### config.mk
export PLATFORM = sky130hd
export DESIGN_NAME = serial_command_line_editor_unit
export DESIGN_NICKNAME = d
export VERILOG_FILES = /design/src/rtl/core/scle_pkg.sv /design/src/rtl/core/scle_ram.sv /design/src/rtl/core/scle_ctrl.sv /design/src/rtl/core/serial_command_line_editor_unit.sv
export SDC_FILE = /design/constraint.sdc
export NUM_CORES = 1
export LEC_CHECK = 0
export BUFFER_PORTS_ARGS = -buffer_cell sky130_fd_sc_hd__buf_2
export CAP_MARGIN = 0
export CORE_MARGIN = 2
export CORE_UTILIZATION = 32
export CTS_CLUSTER_SIZE = 10
export DETAILED_ROUTE_END_ITERATION = 10
export HOLD_SLACK_MARGIN = 0.06
export SETUP_SLACK_MARGIN = 0.5
export SYNTH_ARGS = -nofsm -noshare
export SYNTH_HDL_FRONTEND = slang
export SYNTH_SLANG_ARGS = --single-unit
export TNS_END_PERCENT = 50
### constraint.sdc
create_clock -name clk_i -period 8.8 [get_ports clk_i]
set_input_delay 0.88 -clock clk_i [delete_from_list [all_inputs] [get_ports clk_i]]
set_output_delay 0.88 -clock clk_i [all_outputs]
set_load 0.1 [all_outputs]
### src/rtl/core/scle_pkg.sv
`timescale 1ns / 1ps

package scle_pkg;

  localparam int unsigned CNT_W     = 32;
  localparam int unsigned CMD_LEN_W = 5;

  localparam logic [7:0] CH_BS  = 8'h08;
  localparam logic [7:0] CH_DEL = 8'h7F;
  localparam logic [7:0] CH_CR  = 8'h0D;
  localparam logic [7:0] CH_LF  = 8'h0A;
  localparam logic [7:0] CH_SP  = 8'h20;
  localparam logic [7:0] CH_TAB = 8'h09;

  localparam logic KIND_ECHO = 1'b0;
  localparam logic KIND_CMD  = 1'b1;

  typedef enum logic [2:0] {
    ST_IDLE,
    ST_SCAN,
    ST_ECHO,
    ST_RD,
    ST_WT
  } state_e;

  typedef enum logic [1:0] {
    ECHO_CHAR,
    ECHO_BS,
    ECHO_NL
  } echo_kind_e;

  typedef struct packed {
    logic                 valid;
    logic                 kind;
    logic [7:0]           data;
    logic [CMD_LEN_W-1:0] len;
    logic                 last;
  } emit_t;

  typedef struct packed {
    logic cmd_inc;
    logic ovr_inc;
  } ev_t;

endpackage

### src/rtl/core/scle_ram.sv
`timescale 1ns / 1ps

module scle_ram #(
  parameter int unsigned WIDTH = 8,
  parameter int unsigned DEPTH = 32
) (
  input  logic                     clk_i,
  input  logic                     we_i,
  input  logic [$clog2(DEPTH)-1:0] waddr_i,
  input  logic [WIDTH-1:0]         wdata_i,
  input  logic                     re_i,
  input  logic [$clog2(DEPTH)-1:0] raddr_i,
  output logic [WIDTH-1:0]         rdata_o
);

  logic [WIDTH-1:0] mem_q [DEPTH];
  logic [WIDTH-1:0] rdata_q;

  always_ff @(posedge clk_i) begin
    if (we_i) begin
      mem_q[waddr_i] <= wdata_i;
    end
    if (re_i) begin
      rdata_q <= mem_q[raddr_i];
    end
  end

  assign rdata_o = rdata_q;

endmodule

### src/rtl/core/scle_ctrl.sv
`timescale 1ns / 1ps

module scle_ctrl #(
  parameter int unsigned LINE_DEPTH = 32
) (
  input  logic                          clk_i,
  input  logic                          rst_ni,
  input  logic                          in_valid_i,
  input  logic [7:0]                    rx_byte_i,
  output logic                          in_stall_o,
  input  logic                          echo_enable_i,
  output logic                          ram_we_o,
  output logic [$clog2(LINE_DEPTH)-1:0] ram_waddr_o,
  output logic [7:0]                    ram_wdata_o,
  output logic                          ram_re_o,
  output logic [$clog2(LINE_DEPTH)-1:0] ram_raddr_o,
  input  logic [7:0]                    ram_rdata_i,
  output scle_pkg::emit_t               emit_o,
  input  logic                          emit_ready_i,
  output scle_pkg::ev_t                 ev_o
);

  import scle_pkg::*;

  localparam int unsigned AW = $clog2(LINE_DEPTH);
  localparam int unsigned LW = AW + 1;
  localparam logic [AW-1:0] FILL_MAX = AW'(LINE_DEPTH - 1);

  state_e     state_q, state_d;
  echo_kind_e kind_q, kind_d;
  logic [1:0]    idx_q, idx_d;
  logic [7:0]    char_q, char_d;
  logic [AW-1:0] fill_q, fill_d;
  logic          prev_cr_q, prev_cr_d;
  logic          cmd_q, cmd_d;
  logic [AW-1:0] scan_addr_q, scan_addr_d;
  logic          chk_q, chk_d;
  logic [AW-1:0] chk_idx_q, chk_idx_d;
  logic          found_q, found_d;
  logic [AW-1:0] first_q, first_d;
  logic [AW-1:0] last_q, last_d;
  logic [AW-1:0] rd_ptr_q, rd_ptr_d;

  logic [7:0]    echo_data;
  logic          echo_final;
  logic [LW-1:0] cmd_len;

  function automatic logic is_blank(logic [7:0] c);
    return (c == CH_SP) || (c == CH_TAB);
  endfunction

  always_comb begin
    unique case (kind_q)
      ECHO_CHAR: begin
        echo_data  = char_q;
        echo_final = 1'b1;
      end
      ECHO_BS: begin
        echo_data  = (idx_q == 2'd1) ? CH_SP : CH_BS;
        echo_final = (idx_q == 2'd2);
      end
      ECHO_NL: begin
        echo_data  = (idx_q == 2'd0) ? CH_CR : CH_LF;
        echo_final = (idx_q == 2'd1);
      end
      default: begin
        echo_data  = char_q;
        echo_final = 1'b1;
      end
    endcase
  end

  assign cmd_len    = {1'b0, last_q} - {1'b0, first_q} + LW'(1);
  assign in_stall_o = (state_q != ST_IDLE);

  always_comb begin
    state_d     = state_q;
    kind_d      = kind_q;
    idx_d       = idx_q;
    char_d      = char_q;
    fill_d      = fill_q;
    prev_cr_d   = prev_cr_q;
    cmd_d       = cmd_q;
    scan_addr_d = scan_addr_q;
    chk_d       = chk_q;
    chk_idx_d   = chk_idx_q;
    found_d     = found_q;
    first_d     = first_q;
    last_d      = last_q;
    rd_ptr_d    = rd_ptr_q;
    emit_o      = '0;
    ev_o        = '0;
    ram_we_o    = 1'b0;
    ram_waddr_o = fill_q;
    ram_wdata_o = rx_byte_i;
    ram_re_o    = 1'b0;
    ram_raddr_o = scan_addr_q;

    unique case (state_q)
      ST_IDLE: begin
        if (in_valid_i) begin
          char_d = rx_byte_i;
          cmd_d  = 1'b0;
          idx_d  = 2'd0;
          priority if (rx_byte_i == CH_BS || rx_byte_i == CH_DEL) begin
            prev_cr_d = 1'b0;
            if (fill_q != '0) begin
              fill_d = fill_q - AW'(1);
              if (echo_enable_i) begin
                kind_d  = ECHO_BS;
                state_d = ST_ECHO;
              end
            end
          end else if (rx_byte_i == CH_LF && prev_cr_q) begin
            prev_cr_d = 1'b0;
          end else if (rx_byte_i == CH_CR || rx_byte_i == CH_LF) begin
            prev_cr_d   = (rx_byte_i == CH_CR);
            scan_addr_d = '0;
            chk_d       = 1'b0;
            found_d     = 1'b0;
            state_d     = ST_SCAN;
          end else begin
            prev_cr_d = 1'b0;
            if (fill_q < FILL_MAX) begin
              ram_we_o = 1'b1;
              fill_d   = fill_q + AW'(1);
            end else begin
              ev_o.ovr_inc = 1'b1;
            end
            if (echo_enable_i) begin
              kind_d  = ECHO_CHAR;
              state_d = ST_ECHO;
            end
          end
        end
      end

      ST_SCAN: begin
        if (scan_addr_q < fill_q) begin
          ram_re_o    = 1'b1;
          scan_addr_d = scan_addr_q + AW'(1);
          chk_d       = 1'b1;
          chk_idx_d   = scan_addr_q;
        end else begin
          chk_d = 1'b0;
        end
        if (chk_q) begin
          if (!is_blank(ram_rdata_i)) begin
            if (!found_q) begin
              first_d = chk_idx_q;
            end
            last_d  = chk_idx_q;
            found_d = 1'b1;
          end
        end else if (scan_addr_q == fill_q) begin
          ev_o.cmd_inc = found_q;
          cmd_d        = found_q;
          fill_d       = '0;
          rd_ptr_d     = first_q;
          idx_d        = 2'd0;
          kind_d       = ECHO_NL;
          if (echo_enable_i) begin
            state_d = ST_ECHO;
          end else if (found_q) begin
            state_d = ST_RD;
          end else begin
            state_d = ST_IDLE;
          end
        end
      end

      ST_ECHO: begin
        emit_o.valid = 1'b1;
        emit_o.kind  = KIND_ECHO;
        emit_o.data  = echo_data;
        emit_o.last  = echo_final && !cmd_q;
        if (emit_ready_i) begin
          if (echo_final) begin
            state_d = cmd_q ? ST_RD : ST_IDLE;
          end else begin
            idx_d = idx_q + 2'd1;
          end
        end
      end

      ST_RD: begin
        ram_re_o    = 1'b1;
        ram_raddr_o = rd_ptr_q;
        state_d     = ST_WT;
      end

      ST_WT: begin
        emit_o.valid = 1'b1;
        emit_o.kind  = KIND_CMD;
        emit_o.data  = ram_rdata_i;
        emit_o.len   = CMD_LEN_W'(cmd_len);
        emit_o.last  = (rd_ptr_q == last_q);
        if (emit_ready_i) begin
          if (rd_ptr_q == last_q) begin
            state_d = ST_IDLE;
          end else begin
            rd_ptr_d = rd_ptr_q + AW'(1);
            state_d  = ST_RD;
          end
        end
      end

      default: state_d = ST_IDLE;
    endcase
  end

  always_ff @(posedge clk_i or negedge rst_ni) begin
    if (!rst_ni) begin
      state_q   <= ST_IDLE;
      fill_q    <= '0;
      prev_cr_q <= 1'b0;
      chk_q     <= 1'b0;
      found_q   <= 1'b0;
      cmd_q     <= 1'b0;
    end else begin
      state_q   <= state_d;
      fill_q    <= fill_d;
      prev_cr_q <= prev_cr_d;
      chk_q     <= chk_d;
      found_q   <= found_d;
      cmd_q     <= cmd_d;
    end
  end

  always_ff @(posedge clk_i) begin
    kind_q      <= kind_d;
    idx_q       <= idx_d;
    char_q      <= char_d;
    scan_addr_q <= scan_addr_d;
    chk_idx_q   <= chk_idx_d;
    first_q     <= first_d;
    last_q      <= last_d;
    rd_ptr_q    <= rd_ptr_d;
  end

endmodule

### src/rtl/core/serial_command_line_editor_unit.sv
// Channel   | Handshake                 | Payload
// ----------+---------------------------+---------------------------------------------
// input     | in_valid_i / in_stall_o   | rx_byte_i
// output    | out_valid_o / out_stall_i | out_kind_o, out_byte_o, command_length_o,
//           |                           | last_o, commands_received_o, overrun_count_o
// config    | cfg_we_i                  | cfg_wdata_i (echo enable)
//
// One request at a time; in_stall_o is high from acceptance until its last result is
// loaded into the output register. A plain byte is taken, then echoed if echo is enabled.
// A line end is taken, then the line store is scanned (one read port, one entry a
// cycle), then CR LF is echoed and the command bytes are sent (registered read).
// Reset clears control state and the counters; echo enable resets to 1.
// out_stall_i holds the output register; the sequencer waits while it is full and stalled.
`timescale 1ns / 1ps

module serial_command_line_editor_unit #(
  parameter int unsigned LINE_DEPTH = 32
) (
  input  logic                               clk_i,
  input  logic                               rst_ni,
  input  logic                               in_valid_i,
  output logic                               in_stall_o,
  input  logic [7:0]                         rx_byte_i,
  input  logic                               cfg_we_i,
  input  logic                               cfg_wdata_i,
  output logic                               out_valid_o,
  input  logic                               out_stall_i,
  output logic                               out_kind_o,
  output logic [7:0]                         out_byte_o,
  output logic [scle_pkg::CMD_LEN_W-1:0]     command_length_o,
  output logic                               last_o,
  output logic [scle_pkg::CNT_W-1:0]         commands_received_o,
  output logic [scle_pkg::CNT_W-1:0]         overrun_count_o
);

  import scle_pkg::*;

  localparam int unsigned AW = $clog2(LINE_DEPTH);

  logic             echo_q;
  logic [CNT_W-1:0] cmd_cnt_q, ovr_cnt_q;
  logic             out_valid_q;
  logic             out_kind_q;
  logic [7:0]       out_byte_q;
  logic [CMD_LEN_W-1:0] out_len_q;
  logic             out_last_q;
  logic [CNT_W-1:0] out_cmd_q, out_ovr_q;

  logic          out_free;
  emit_t         emit;
  ev_t           ev;
  logic          ram_we, ram_re;
  logic [AW-1:0] ram_waddr, ram_raddr;
  logic [7:0]    ram_wdata, ram_rdata;

  assign out_free = !out_valid_q || !out_stall_i;

  scle_ram #(
    .WIDTH (8),
    .DEPTH (LINE_DEPTH)
  ) u_ram (
    .clk_i   (clk_i),
    .we_i    (ram_we),
    .waddr_i (ram_waddr),
    .wdata_i (ram_wdata),
    .re_i    (ram_re),
    .raddr_i (ram_raddr),
    .rdata_o (ram_rdata)
  );

  scle_ctrl #(
    .LINE_DEPTH (LINE_DEPTH)
  ) u_ctrl (
    .clk_i         (clk_i),
    .rst_ni        (rst_ni),
    .in_valid_i    (in_valid_i),
    .rx_byte_i     (rx_byte_i),
    .in_stall_o    (in_stall_o),
    .echo_enable_i (echo_q),
    .ram_we_o      (ram_we),
    .ram_waddr_o   (ram_waddr),
    .ram_wdata_o   (ram_wdata),
    .ram_re_o      (ram_re),
    .ram_raddr_o   (ram_raddr),
    .ram_rdata_i   (ram_rdata),
    .emit_o        (emit),
    .emit_ready_i  (out_free),
    .ev_o          (ev)
  );

  always_ff @(posedge clk_i or negedge rst_ni) begin
    if (!rst_ni) begin
      echo_q      <= 1'b1;
      cmd_cnt_q   <= '0;
      ovr_cnt_q   <= '0;
      out_valid_q <= 1'b0;
    end else begin
      if (cfg_we_i) begin
        echo_q <= cfg_wdata_i;
      end
      if (ev.cmd_inc) begin
        cmd_cnt_q <= cmd_cnt_q + CNT_W'(1);
      end
      if (ev.ovr_inc && (ovr_cnt_q != '1)) begin
        ovr_cnt_q <= ovr_cnt_q + CNT_W'(1);
      end
      if (out_free) begin
        out_valid_q <= emit.valid;
      end
    end
  end

  always_ff @(posedge clk_i) begin
    if (out_free && emit.valid) begin
      out_kind_q <= emit.kind;
      out_byte_q <= emit.data;
      out_len_q  <= emit.len;
      out_last_q <= emit.last;
      out_cmd_q  <= cmd_cnt_q;
      out_ovr_q  <= ovr_cnt_q;
    end
  end

  assign out_valid_o         = out_valid_q;
  assign out_kind_o          = out_kind_q;
  assign out_byte_o          = out_byte_q;
  assign command_length_o    = out_len_q;
  assign last_o              = out_last_q;
  assign commands_received_o = out_cmd_q;
  assign overrun_count_o     = out_ovr_q;

endmodule

==> impl_summary.log <==
[metrics] outcome: finished clean
[metrics] io pins: 95
[metrics] largest buffer count on any clock path: 3
[metrics] count of nets left with antenna violations after detail routing: 0
[metrics] VDD IR-drop max: 160 uV
[metrics] final hold violation count: 0
[metrics] top layer in use: met4
[metrics] worst-margin pin slew: 1080 ps
[metrics] cell repeated most along the worst path: buf_4
[metrics] setup clock skew after layout: 40.1 ps
[metrics] synth unique cells: 81
[metrics] Inserted Clock Buffers: 52
[metrics] dominant combinational cell family by area after synthesis: simple AND/OR/NAND/NOR gates
[metrics] Critical Path Slowest Stage Cell: dfrtp_1
[metrics] warning count from the yosys run: 0
[metrics] kind of critical path: register to register
[metrics] total global routing overflow: 0
[metrics] Post-route DRC: 0
[metrics] commonest non-fill, non-tap cells in the layout: 380 x edfxtp_1, 146 x nand2_1, 97 x nor2_1, 93 x buf_2, 77 x dfrtp_1
[metrics] total vias in the final route: 12300
[metrics] worst reg2reg setup slack: 4910 ps
[metrics] cell taking the most area after synthesis: edfxtp_1
[metrics] final setup fails: 0
[metrics] fraction of registers with async set/reset: 17.0%
[metrics] number of maximum-capacitance constraint violations: 0
[metrics] EDFF count, synth: 380
[metrics] P per Cell Area: 298 nW/um^2
[metrics] proportion of layout cells with a drive suffix above 1: 17.4%
[metrics] critical path's top delay family: buffers and inverters
[metrics] IO buf count: 94
[metrics] sequential element share of the synthesized area: 67.2%
[metrics] number of post-CTS setup repair buffers: 0
[metrics] synthesized-area fraction occupied by adder cells: 1.67%
[metrics] Critical Path Max Stage Delay: 660 ps
[metrics] crit path capture type: register
[metrics] Reg2Reg Capture Point: u_ram.rdata_o[7]
[metrics] number of standard cells after synthesis: 1379
[metrics] simple-gate portion of the synthesized area: 11.3%
[metrics] most common cell after layout, fill and taps aside: edfxtp_1
[metrics] clock tree from TritonCTS: yes
[metrics] reg2reg path depth: 8
[metrics] growth of design area from synthesis to finish: 15.2%
[metrics] post-layout util: 37.2%
[metrics] endpoint of the most critical setup path: u_ram.rdata_o[7]
[metrics] Worst slew margin: 27.1%
[metrics] crit path DAT: 4220 ps
[metrics] most used flip-flop cell after synthesis: edfxtp_1
[metrics] Crit path buffers/inverters: 2
[metrics] wire length on met2: 22500 um
[metrics] total routed wire length on the met1 layer: 21400 um
[metrics] clock sinks: 458
[metrics] number of instances resized during post-cts repair: 0
[metrics] FF-to-FF Start: u_ctrl.state_q[1]
[metrics] Diodes inserted: 0
[metrics] number of placed cells counting well taps: 2284
[metrics] wire length reported by the detailed router: 49300 um
[metrics] post-layout net count: 1541
[metrics] source of the critical timing path: u_ctrl.state_q[1]
[metrics] global placement routability congestion: 0.864
[metrics] final period demand of the worst path: 3890 ps
[metrics] Clock Root Buffer: clkbuf_16
[metrics] half-perimeter wire length after detailed placement: 32200 um
[metrics] cell depth of the worst setup path: 8
[metrics] CP max FO: 58
[metrics] multiplexer share of the synthesized area: 8.70%
[metrics] post-synthesis area per instance: 14.4 um^2
[metrics] Synth top area share: 57.4%
[metrics] initial DRC count: 1128
[metrics] Data required, critical path: 9130 ps
[metrics] TritonRoute pass-1 iters: 6
[metrics] largest cells by area after synthesis: edfxtp_1 57%, dfrtp_1 9.7%, mux4_2 5.4%, nand2_1 2.8%, mux2i_1 2.5%
[metrics] WHS: 108 ps
[metrics] crit path cell chain: and3b_1 -> buf_4 -> mux2i_4 -> buf_4 -> mux4_2 -> nand2_1 -> a22o_1 -> nor4_1
[metrics] pin count of the biggest net entering global routing: 80
[metrics] leakage power summed over all cells: 8.30 nW
[metrics] die outline width: 253 um
[metrics] netlist area before placement: 19900 um^2
[metrics] met3 WL post-DR: 3990 um
[metrics] kind of start point of the critical path: register
[metrics] sum of negative setup slack: 0 ps
[metrics] setup repair after global routing missed its margin: false
[metrics] number of vias per cell after detailed routing: 5.17
[metrics] hold-fix buffer count after cts: 0
[metrics] total of flip-flops plus latches after synthesis: 458
[metrics] number of antenna violations at the first check in global routing: 0
[metrics] Hold/Removal Path Class: input pin to async pin
[metrics] final slew viol count: 0
[metrics] clock latency reported for the late side of the worst-skew pair: 620 ps
[metrics] Die Ht: 253 um
[metrics] crit share post-route: 44.2%
[metrics] Clk pin slew, worst setup/hold paths: 60 ps
[metrics] total global-route track usage: 15.4%
[metrics] core box area: 61600 um^2
[metrics] row count: 91
[metrics] Non-Filler Instances: 2375
[metrics] via count of the first global-routing pass: 12100
[metrics] first-pass GRT wire length: 75000 um
[metrics] Synth Area in XOR/XNOR: 3.52%
[metrics] # H-tree levels: 2
[metrics] peak clock frequency supported by timing: 257 MHz
[metrics] area fraction in compound gates after synthesis: 5.53%
[metrics] starting density of the core: 32.3%
[metrics] fill cell total of the finished layout: 5731
[metrics] area enclosed by the die boundary: 64100 um^2
[metrics] drt wl/cell: 20.8 um
## per-layer routing
metal | GRT usage (%) | vias up
met3 | 3.39 | 100
li1 | - | 5482
met4 | 5.26 | 0
met1 | 21.4 | 6200
met5 | 0 | -
met2 | 23.8 | 507
## cell type report
cell class | instances | area, um^2 | share of cell area [%]
clock inverters | 5 | 80.1 | 0.350
repair buffers | 119 | 661 | 2.89
flip-flops and latches | 458 | 13400 | 58.4
clock buffers | 86 | 1440 | 6.29
multi-input cells | 836 | 6170 | 27.0
inverters | 34 | 128 | 0.558
well taps | 837 | 1050 | 4.58
## worst min path at each step
| stage | to | slack [ps] | cells after the start |
|---|---|---|---|
| CTS | ovr_cnt_q[7] | 80 | 1 |
| finish | ovr_cnt_q[12] | 110 | 1 |
| global route | ovr_cnt_q[3] | 90 | 1 |
| floorplan | u_ctrl.first_q[0] | 420 | 0 |
| detailed placement | u_ctrl.last_q[2] | 430 | 0 |
| global placement | u_ctrl.last_q[3] | 420 | 0 |
## cells by family (layout without fill, tap and decap cells)
family / count (synthesis) / after routing
compound gates: 159 / 159
xor+xnor: 79 / 79
fa+ha+maj: 26 / 26
buf+inv: 92 / 244
flops: 458 / 458
mux: 110 / 110
other cells: 1 / 8
simple gates: 454 / 454
## metrics by stage
step | area, um^2 | worst slack (ps) | power (mW)
floorplan | 19900 | 1140 | 4.41
global placement | 21400 | 4700 | 4.88
detailed placement | 21400 | 4550 | 4.90
CTS | 22900 | 5040 | 6.87
global route | 22900 | 4680 | 7.10
finish | 22900 | 4910 | 6.83
## registers in the layout (all words and copies together), names as in the netlist, 2 cells and up
name	flops
overrun_count_o	32
u_ctrl.state_q	3
u_ctrl.char_q	8
u_ctrl.idx_q	2
u_ctrl.chk_idx_q	5
ovr_cnt_q	32
out_byte_o	8
u_ctrl.last_q	5
u_ctrl.first_q	5
u_ram.mem_q	256
cmd_cnt_q	32
command_length_o	5
u_ctrl.ram_waddr_o	5
commands_received_o	32
u_ctrl.scan_addr_q	5
u_ctrl.kind_q	2
u_ram.rdata_o	8
u_ctrl.rd_ptr_q	5
## power by group
part | internal (mW) | switching [mW] | leakage [nW]
logic | 0.411 | 1.65 | 3.02
registers | 2.67 | 0.139 | 4.55
clock network | 1.12 | 0.847 | 0.726
total | 4.19 | 2.64 | 8.30
## synthesized netlist by cell type, types with 25 or more instances
master	n
o21ai_0	26
ha_1	25
nand2_1	146
nand3_1	55
clkbuf_1	26
edfxtp_1	380
dfrtp_1	77
xor2_1	33
nor2_1	97
mux2i_1	49
nor3_1	30
xnor2_1	45
a21oi_1	38
mux4_2	48
inv_1	29
Note: power is estimated with default switching activity, not from simulation.
